File: config.mk
export PLATFORM = sky130hd
export DESIGN_NAME = tlv_metadata_walker
export DESIGN_NICKNAME = d
export VERILOG_FILES = /design/src/rtl/tlvw_pkg.sv /design/src/rtl/tlvw_cell.sv /design/src/rtl/tlv_metadata_walker.sv
export SDC_FILE = /design/constraint.sdc
export NUM_CORES = 2
export LEC_CHECK = 0
export ABC_AREA = 1
export ABC_CLOCK_PERIOD_IN_PS = 12900
export BUFFER_PORTS_ARGS = -buffer_cell sky130_fd_sc_hd__clkbuf_2
export CAP_MARGIN = 20
export CORE_MARGIN = 2
export CORE_UTILIZATION = 62
export DETAILED_ROUTE_END_ITERATION = 16
export PLACE_DENSITY_LB_ADDON = 0.08
export SYNTH_ARGS = -nofsm -noshare
export SYNTH_HDL_FRONTEND = slang
export SYNTH_SLANG_ARGS = --single-unit
File: constraint.sdc
create_clock -name aclk -period 12.9 [get_ports aclk]
set_input_delay 1.29 -clock aclk [delete_from_list [all_inputs] [get_ports aclk]]
set_output_delay 1.29 -clock aclk [all_outputs]
set_load 0.03 [all_outputs]
File: src/rtl/tlvw_pkg.sv
// Shared types, codes and constants of the TLV metadata walker.
// Used by tlvw_cell and tlv_metadata_walker; depends on nothing else.
package tlvw_pkg;

    // Default table depth and fixed header sizes in bytes.
    localparam int MAX_ENTRIES_DEF = 16;
    localparam int INFO_BYTES      = 4;
    localparam int ENTRY_HDR_BYTES = 4;

    // Stream widths.
    localparam int S_TDATA_W = 136;
    localparam int S_TUSER_W = 2;
    localparam int M_TDATA_W = 104;

    // Configuration register indexes.
    localparam logic CFG_EXPECTED_MAGIC = 1'b0;
    localparam logic CFG_MAX_AREA_LEN   = 1'b1;

    // Request kinds carried in tuser.
    typedef enum logic [1:0] {
        KIND_START = 2'd0,
        KIND_ENTRY = 2'd1,
        KIND_FIND  = 2'd2
    } kind_t;

    // Result status codes.
    typedef enum logic [1:0] {
        STAT_OK        = 2'd0,
        STAT_NOT_FOUND = 2'd1,
        STAT_INVALID   = 2'd2,
        STAT_FLASH     = 2'd3
    } status_t;

    // Search token handed from cell to cell along the table.
    typedef struct packed {
        logic        valid;
        logic [15:0] query;
        logic        found;
        logic [15:0] hit_type;
        logic [15:0] hit_len;
        logic [31:0] hit_addr;
    } token_t;

    // One result, packed so that status lands in the lowest bits.
    typedef struct packed {
        logic [31:0] hit_addr;
        logic [15:0] hit_len;
        logic [15:0] hit_type;
        logic [4:0]  stored_entries;
        logic [31:0] next_read_addr;
        logic        want_header;
        logic [1:0]  status;
    } result_t;

endpackage

File: src/rtl/tlvw_cell.sv
// One table cell of the TLV metadata walker: holds one recorded entry and
// checks the passing search token against it. Depends on tlvw_pkg.
module tlvw_cell
    import tlvw_pkg::*;
#(
    parameter int IDX = 0,
    parameter int CW  = 5,
    parameter int IW  = 4
) (
    input  logic          aclk,
    input  logic          aresetn,
    input  logic          wr_en,
    input  logic [IW-1:0] wr_idx,
    input  logic [15:0]   wr_type,
    input  logic [15:0]   wr_len,
    input  logic [31:0]   wr_addr,
    input  logic [CW-1:0] count,
    input  token_t        tok_in,
    output token_t        tok_out
);

    localparam logic [IW-1:0] IDX_W = IW'(IDX);
    localparam logic [CW-1:0] IDX_C = CW'(IDX);

    logic [15:0] type_reg;
    logic [15:0] len_reg;
    logic [31:0] addr_reg;
    token_t      tok_reg;
    token_t      tok_next;
    logic        in_use;

    // Store the entry when the walker records it at this cell's index.
    always_ff @(posedge aclk) begin
        if (wr_en && (wr_idx == IDX_W)) begin
            type_reg <= wr_type;
            len_reg  <= wr_len;
            addr_reg <= wr_addr;
        end
    end

    // The first occupied cell whose type matches claims the token.
    assign in_use = (count > IDX_C);

    always_comb begin
        tok_next = tok_in;
        if (tok_in.valid && !tok_in.found && in_use && (type_reg == tok_in.query)) begin
            tok_next.found    = 1'b1;
            tok_next.hit_type = type_reg;
            tok_next.hit_len  = len_reg;
            tok_next.hit_addr = addr_reg;
        end
    end

    // Hand the token on to the next cell.
    always_ff @(posedge aclk) begin
        if (!aresetn) begin
            tok_reg.valid <= 1'b0;
        end else begin
            tok_reg <= tok_next;
        end
    end

    assign tok_out = tok_reg;

endmodule

File: src/rtl/tlv_metadata_walker.sv
// Top level of the TLV metadata walker: request decode, walk control,
// output register and the row of table cells. Depends on tlvw_pkg, tlvw_cell.
//
// Usage: requests arrive on the s_ stream, one result per request leaves on
// the m_ stream. tuser selects the request kind: start (checks the area info
// header and empties the table), entry header (records one entry or ends the
// walk) or find (looks up the first recorded entry of a type).
// Start and entry header results are in the output register in the cycle
// after acceptance. A find request sends a search token down the row of
// MAX_ENTRIES cells, one cell per cycle; found_reg captures it from the last
// cell and the result goes to the output register once that is empty or read.
// One request is in work at a time. A request is taken while the walker is
// idle and the output register is empty or being read, so with the receiver
// ready a start or entry header request is taken every cycle; a find blocks
// new requests until its result is written. A stalled receiver holds the
// result and the input. The configuration port (cfg_we, cfg_index, cfg_wdata)
// writes the expected magic and the maximum area length; the user must use it
// only while the block is idle; the block itself does not enforce this.
// Reset (aresetn low, synchronous) closes the walk, empties the table and
// clears the output; expected magic resets to 0 and maximum length to 65535.
module tlv_metadata_walker
    import tlvw_pkg::*;
#(
    parameter int MAX_ENTRIES = MAX_ENTRIES_DEF
) (
    input  logic                 aclk,
    input  logic                 aresetn,
    // Configuration write port.
    input  logic                 cfg_we,
    input  logic                 cfg_index,
    input  logic [31:0]          cfg_wdata,
    // Request stream.
    input  logic                 s_tvalid,
    output logic                 s_tready,
    // tdata from bit 0: area_addr[31:0], read_failed, header_magic[31:0],
    // area_len[15:0], entry_type[15:0], entry_len[15:0], query_type[15:0], zeros
    input  logic [S_TDATA_W-1:0] s_tdata,
    // tuser from bit 0: kind[1:0]
    input  logic [S_TUSER_W-1:0] s_tuser,
    // Result stream.
    output logic                 m_tvalid,
    input  logic                 m_tready,
    // tdata from bit 0: status[1:0], want_header, next_read_addr[31:0],
    // stored_entries[4:0], hit_type[15:0], hit_len[15:0], hit_addr[31:0]
    output logic [M_TDATA_W-1:0] m_tdata
);

    localparam int CW = $clog2(MAX_ENTRIES + 1);
    localparam int IW = (MAX_ENTRIES > 1) ? $clog2(MAX_ENTRIES) : 1;
    localparam logic [CW-1:0] MAX_C = CW'(MAX_ENTRIES);

    typedef enum logic [2:0] {
        FSM_IDLE   = 3'b001,
        FSM_SEARCH = 3'b010,
        FSM_DONE   = 3'b100
    } fsm_t;

    // Request fields.
    logic [1:0]  kind;
    logic [31:0] area_addr;
    logic        read_failed;
    logic [31:0] header_magic;
    logic [15:0] area_len;
    logic [15:0] entry_type;
    logic [15:0] entry_len;
    logic [15:0] query_type;

    assign kind         = s_tuser[1:0];
    assign area_addr    = s_tdata[31:0];
    assign read_failed  = s_tdata[32];
    assign header_magic = s_tdata[64:33];
    assign area_len     = s_tdata[80:65];
    assign entry_type   = s_tdata[96:81];
    assign entry_len    = s_tdata[112:97];
    assign query_type   = s_tdata[128:113];

    // State.
    fsm_t          state_reg, state_next;
    logic [31:0]   magic_reg;
    logic [15:0]   max_len_reg;
    logic [31:0]   area_base_reg, area_base_next;
    logic [15:0]   area_len_reg, area_len_next;
    logic [16:0]   cursor_reg, cursor_next;
    logic          walking_reg, walking_next;
    logic [CW-1:0] count_reg, count_next;
    token_t        found_reg;
    result_t       result_reg;
    logic          m_tvalid_reg;

    logic          out_free;
    logic          accept;
    logic          wr_en;
    logic [31:0]   wr_addr;
    logic [17:0]   entry_end;
    logic [17:0]   entry_end_rnd;
    logic [1:0]    simple_status;
    result_t       simple_result;
    result_t       find_result;
    token_t        chain [0:MAX_ENTRIES];

    assign out_free = !m_tvalid_reg || m_tready;
    assign s_tready = (state_reg == FSM_IDLE) && out_free;
    assign accept   = s_tvalid && s_tready;

    // Configuration registers.
    always_ff @(posedge aclk) begin
        if (!aresetn) begin
            magic_reg   <= '0;
            max_len_reg <= 16'hFFFF;
        end else if (cfg_we) begin
            unique case (cfg_index)
                CFG_EXPECTED_MAGIC: magic_reg   <= cfg_wdata;
                CFG_MAX_AREA_LEN:   max_len_reg <= cfg_wdata[15:0];
                default:            magic_reg   <= magic_reg;
            endcase
        end
    end

    // Entry arithmetic: end of the value and the cursor rounded up to four bytes.
    assign entry_end     = {1'b0, cursor_reg} + 18'(ENTRY_HDR_BYTES) + {2'b00, entry_len};
    assign entry_end_rnd = (entry_end + 18'd3) & ~18'd3;
    assign wr_addr       = area_base_reg + 32'(cursor_reg) + 32'(ENTRY_HDR_BYTES);

    // Next walk state for start and entry header requests.
    always_comb begin
        area_base_next = area_base_reg;
        area_len_next  = area_len_reg;
        cursor_next    = cursor_reg;
        walking_next   = walking_reg;
        count_next     = count_reg;
        simple_status  = STAT_INVALID;
        wr_en          = 1'b0;
        unique case (kind)
            KIND_START: begin
                area_base_next = area_addr;
                area_len_next  = '0;
                cursor_next    = '0;
                walking_next   = 1'b0;
                count_next     = '0;
                priority if (read_failed) begin
                    simple_status = STAT_FLASH;
                end else if (header_magic != magic_reg) begin
                    simple_status = STAT_NOT_FOUND;
                end else if ((area_len < 16'(INFO_BYTES)) || (area_len > max_len_reg)) begin
                    simple_status = STAT_INVALID;
                end else begin
                    simple_status = STAT_OK;
                    area_len_next = area_len;
                    cursor_next   = 17'(INFO_BYTES);
                    walking_next  = (17'(INFO_BYTES + ENTRY_HDR_BYTES) <= {1'b0, area_len});
                end
            end
            KIND_ENTRY: begin
                if (walking_reg) begin
                    simple_status = STAT_OK;
                    if (read_failed || ((entry_type == '0) && (entry_len == '0)) ||
                        (entry_end > {2'b00, area_len_reg}) || (count_reg >= MAX_C)) begin
                        walking_next = 1'b0;
                    end else begin
                        wr_en        = 1'b1;
                        count_next   = count_reg + 1'b1;
                        cursor_next  = entry_end_rnd[16:0];
                        walking_next = ({1'b0, entry_end_rnd[16:0]} + 18'(ENTRY_HDR_BYTES)
                                        <= {2'b00, area_len_reg}) &&
                                       ((count_reg + 1'b1) < MAX_C);
                    end
                end
            end
            default: begin
                simple_status = STAT_INVALID;
            end
        endcase
    end

    // Result of a start or entry header request.
    always_comb begin
        simple_result                = '0;
        simple_result.status         = simple_status;
        simple_result.want_header    = walking_next;
        simple_result.next_read_addr = walking_next ? (area_base_next + 32'(cursor_next)) : '0;
        simple_result.stored_entries = 5'(count_next);
    end

    // Result of a completed search.
    always_comb begin
        find_result                = '0;
        find_result.status         = found_reg.found ? STAT_OK : STAT_NOT_FOUND;
        find_result.want_header    = walking_reg;
        find_result.next_read_addr = walking_reg ? (area_base_reg + 32'(cursor_reg)) : '0;
        find_result.stored_entries = 5'(count_reg);
        if (found_reg.found) begin
            find_result.hit_type = found_reg.hit_type;
            find_result.hit_len  = found_reg.hit_len;
            find_result.hit_addr = found_reg.hit_addr;
        end
    end

    // Walk registers update on every accepted start or entry header request.
    always_ff @(posedge aclk) begin
        if (!aresetn) begin
            area_base_reg <= '0;
            area_len_reg  <= '0;
            cursor_reg    <= '0;
            walking_reg   <= 1'b0;
            count_reg     <= '0;
        end else if (accept && (kind != KIND_FIND)) begin
            area_base_reg <= area_base_next;
            area_len_reg  <= area_len_next;
            cursor_reg    <= cursor_next;
            walking_reg   <= walking_next;
            count_reg     <= count_next;
        end
    end

    // Search token launched into the first cell.
    always_comb begin
        chain[0]       = '0;
        chain[0].valid = accept && (kind == KIND_FIND);
        chain[0].query = query_type;
    end

    // Row of table cells.
    for (genvar i = 0; i < MAX_ENTRIES; i++) begin : g_cell
        tlvw_cell #(
            .IDX (i),
            .CW  (CW),
            .IW  (IW)
        ) u_cell (
            .aclk    (aclk),
            .aresetn (aresetn),
            .wr_en   (accept && wr_en),
            .wr_idx  (count_reg[IW-1:0]),
            .wr_type (entry_type),
            .wr_len  (entry_len),
            .wr_addr (wr_addr),
            .count   (count_reg),
            .tok_in  (chain[i]),
            .tok_out (chain[i+1])
        );
    end

    // Control sequence: idle, token in flight, search result waiting.
    always_comb begin
        state_next = state_reg;
        unique case (state_reg)
            FSM_IDLE: begin
                if (accept && (kind == KIND_FIND)) begin
                    state_next = FSM_SEARCH;
                end
            end
            FSM_SEARCH: begin
                if (chain[MAX_ENTRIES].valid) begin
                    state_next = FSM_DONE;
                end
            end
            FSM_DONE: begin
                if (out_free) begin
                    state_next = FSM_IDLE;
                end
            end
            default: begin
                state_next = FSM_IDLE;
            end
        endcase
    end

    always_ff @(posedge aclk) begin
        if (!aresetn) begin
            state_reg <= FSM_IDLE;
        end else begin
            state_reg <= state_next;
        end
    end

    // Capture the token as it leaves the last cell.
    always_ff @(posedge aclk) begin
        if ((state_reg == FSM_SEARCH) && chain[MAX_ENTRIES].valid) begin
            found_reg <= chain[MAX_ENTRIES];
        end
    end

    // Output register.
    always_ff @(posedge aclk) begin
        if (!aresetn) begin
            m_tvalid_reg <= 1'b0;
        end else if (accept && (kind != KIND_FIND)) begin
            m_tvalid_reg <= 1'b1;
            result_reg   <= simple_result;
        end else if ((state_reg == FSM_DONE) && out_free) begin
            m_tvalid_reg <= 1'b1;
            result_reg   <= find_result;
        end else if (m_tready) begin
            m_tvalid_reg <= 1'b0;
        end
    end

    assign m_tvalid = m_tvalid_reg;
    assign m_tdata  = result_reg;

endmodule

==> run metrics <==
status complete, no violations; Storage cell area approximately 0.077 sq mm; GR Util met1 between 30% and 40%; reg2reg start cursor_reg[1]; Fin. Hold Viols 0; critical path startpoint s_tdata[98]; via count roughly 53k; Cell Area, Synth 0.103 sq mm; startpoint types primary input; detailed-route DRC error count 0; relative slew slack between 10% and 20%; Critical Path AT a little over 9000 ps; post-route ant nets 0; vias per inst roughly 5.6; Async SR Flop Fraction 0%; die height approximately 410 um; Clock Skew 52.0 ps; PortBufs approximately 270; Finish-stage setup viols 0; endpoint class of the critical path flop; syn nets 7002; leading cell types in the layout, fill and taps excluded 2473 x edfxtp_1, 827 x mux2_2, 699 x nand2_1; worst skew pair latency roughly 900 ps; Crit path required time about 14000 ps; Slowest-stage cell, CP nand2_1; busiest grt layer met2; final core utilization between 70 and 80%; Ports ~280; Critical Path Max Stage Delay 660 ps; CP Class in -> reg; Synth Instances between 6k and 7k; M2 GR Usage 36.5%; Setup Fix Bufs, Post-CTS 0; Detailed Route Iter0 Violations approximately 4.4k; CTS tree built; yosys warns 0; Final GP Congestion between 0.9 and 1; synth unique cells 66; commonest non-fill, non-tap cell in the layout edfxtp_1; final net count approximately 7.5k; gr ovfl total 0; HP Start g_cell[15].u_cell.tok_out[11]; CTS Buffer Depth 4; fin crit share 66.1%; hold crit path type reg -> reg; Starting Density 62.4%; Site Rows about 150; DR WL/cell between 20 and 25 um; Post-CTS Hold Fix Bufs 0; Syn Area/Cell 15.3 sq um; die width about 410 um; RSZ-0062 raised after global routing false; met3 Use GR 3.68%; Synth Register Bits 2612; Area Growth Syn to Fin 12.2%; P per Cell Area between 150 and 200 mW/mm^2; HPWL after DPL 133000 um; Peak supply drop 0.152 mV; Worst-Margin Slew 1220 ps; CTS resizes 0; H-tree levels 5; min Tclk post-route 8530 ps; clock sink total approximately 2.6k; first-pass GRT wire length around 310000 um; layout cells sized above 1 22.6%; sequential share of the synthesized area roughly 75%; Worst Path Max Fanout 26; Main synth FF type edfxtp_1; total CTS buffers 274; r2r setup slk 4890 ps; achievable frequency roughly 0.12 GHz; Post-synth EDFFs approximately 2.5k; vias in the first global route 53.4k; setup TNS 0 ps; router iterations before antenna repair 6; largest net degree at the start of global routing 197; cell mode on critical path nand2_1; Total GRT Usage 23.7%; leakage power between 0.04 and 0.05 uW; Clock transition at path regs around 60 ps; Max Slew Vio Count 0; FILL cells about 11k; Core Area approximately 0.16 sq mm; initial antenna violation count 8; Die Footprint approximately 0.17 sq mm; Detailed Route WL 199000 um; area of the multi-input gates between 0.02 and 0.025 sq mm; max reg flops ~1.3k; Max Cap Viol 0; Root Driver clkbuf_16
[path summary, 6_finish.rpt]
path	end	cells past startpoint
setup / recovery	m_tdata[23]	38
hold / removal	found_reg[11]	0
setup reg to reg	m_tdata[23]	37
hold reg to reg	found_reg[11]	0
[per-stage QoR]
step	cells	power [uW]	setup slack [ps]	area [sq um]	hold slack, ps
after floorplan	6704	10500	3390	103000	400
after global placement	9063	10900	3740	107000	400
after detailed placement	9064	11000	3610	107000	405
after CTS	9517	18100	4500	115000	417
after global routing	9521	18600	3750	115000	423
final	9522	18000	4370	115000	416
[layer usage]
metal,vias up,share of wire (%)
met4,2,3.2
met1,25600,46
met3,455,5.4
met2,1540,45
met5,-,0.0065
li1,25300,-
[logic make-up after synthesis]
group | after synthesis | synth area share, %
xor gates and xnor gates | 189 | 1.61
AOI/OAI and AO/OA | 705 | 3.94
and+or+nand+nor | 1443 | 6.02
muxes | 828 | 9.06
DFF | 2612 | 74.9
adders and majority gates | 122 | 1.51
buffers and inverters | 805 | 2.97
[cell type report]
class / count / area share (%)
Multi-Input combinational cell: 3287 / 20.0
Clock buffer: 344 / 6.30
Tap cell: 2189 / 2.37
Timing Repair Buffer: 356 / 1.83
Clock inverter: 109 / 0.703
Inverter: 624 / 2.03
Antenna cell: 1 / 0.00217
Sequential cell: 2612 / 66.7
[report_power, final]
part / total (uW) / leakage [uW] / switching, uW / internal (uW)
sequential: 9750 / 0.0246 / 112 / 9640
clock: 7190 / 0.00395 / 3000 / 4190
combinational: 1060 / 0.0139 / 723 / 339
total: 18000 / 0.0424 / 3840 / 14200
[synthesized netlist by cell type (31+ instances only)]
library cell,instances,area share [%]
edfxtp_1,2473,72
mux2_2,827,9.1
nand2_1,700,2.6
inv_1,611,2.2
nor2_1,384,1.4
o21ai_0,365,1.8
clkbuf_1,158,0.58
a21oi_1,154,0.75
nand3_1,140,0.68
dfxtp_1,139,2.7
xor2_1,130,1.1
ha_1,119,1.4
xnor2_1,59,0.50
nor4_1,47,0.29
nand4_1,45,0.27
nor3_1,43,0.21
o22ai_1,39,0.24
or2_2,31,0.19
[critical path, delay by kind of cell]
family,cells,cell delay [ps]
AND/OR/NAND/NOR,20,2730
adder cells (fa/ha/maj),5,1720
AO/OA/AOI/OAI,8,2350
buffers and inverters,5,1020
(Power assumes the default switching activity.)
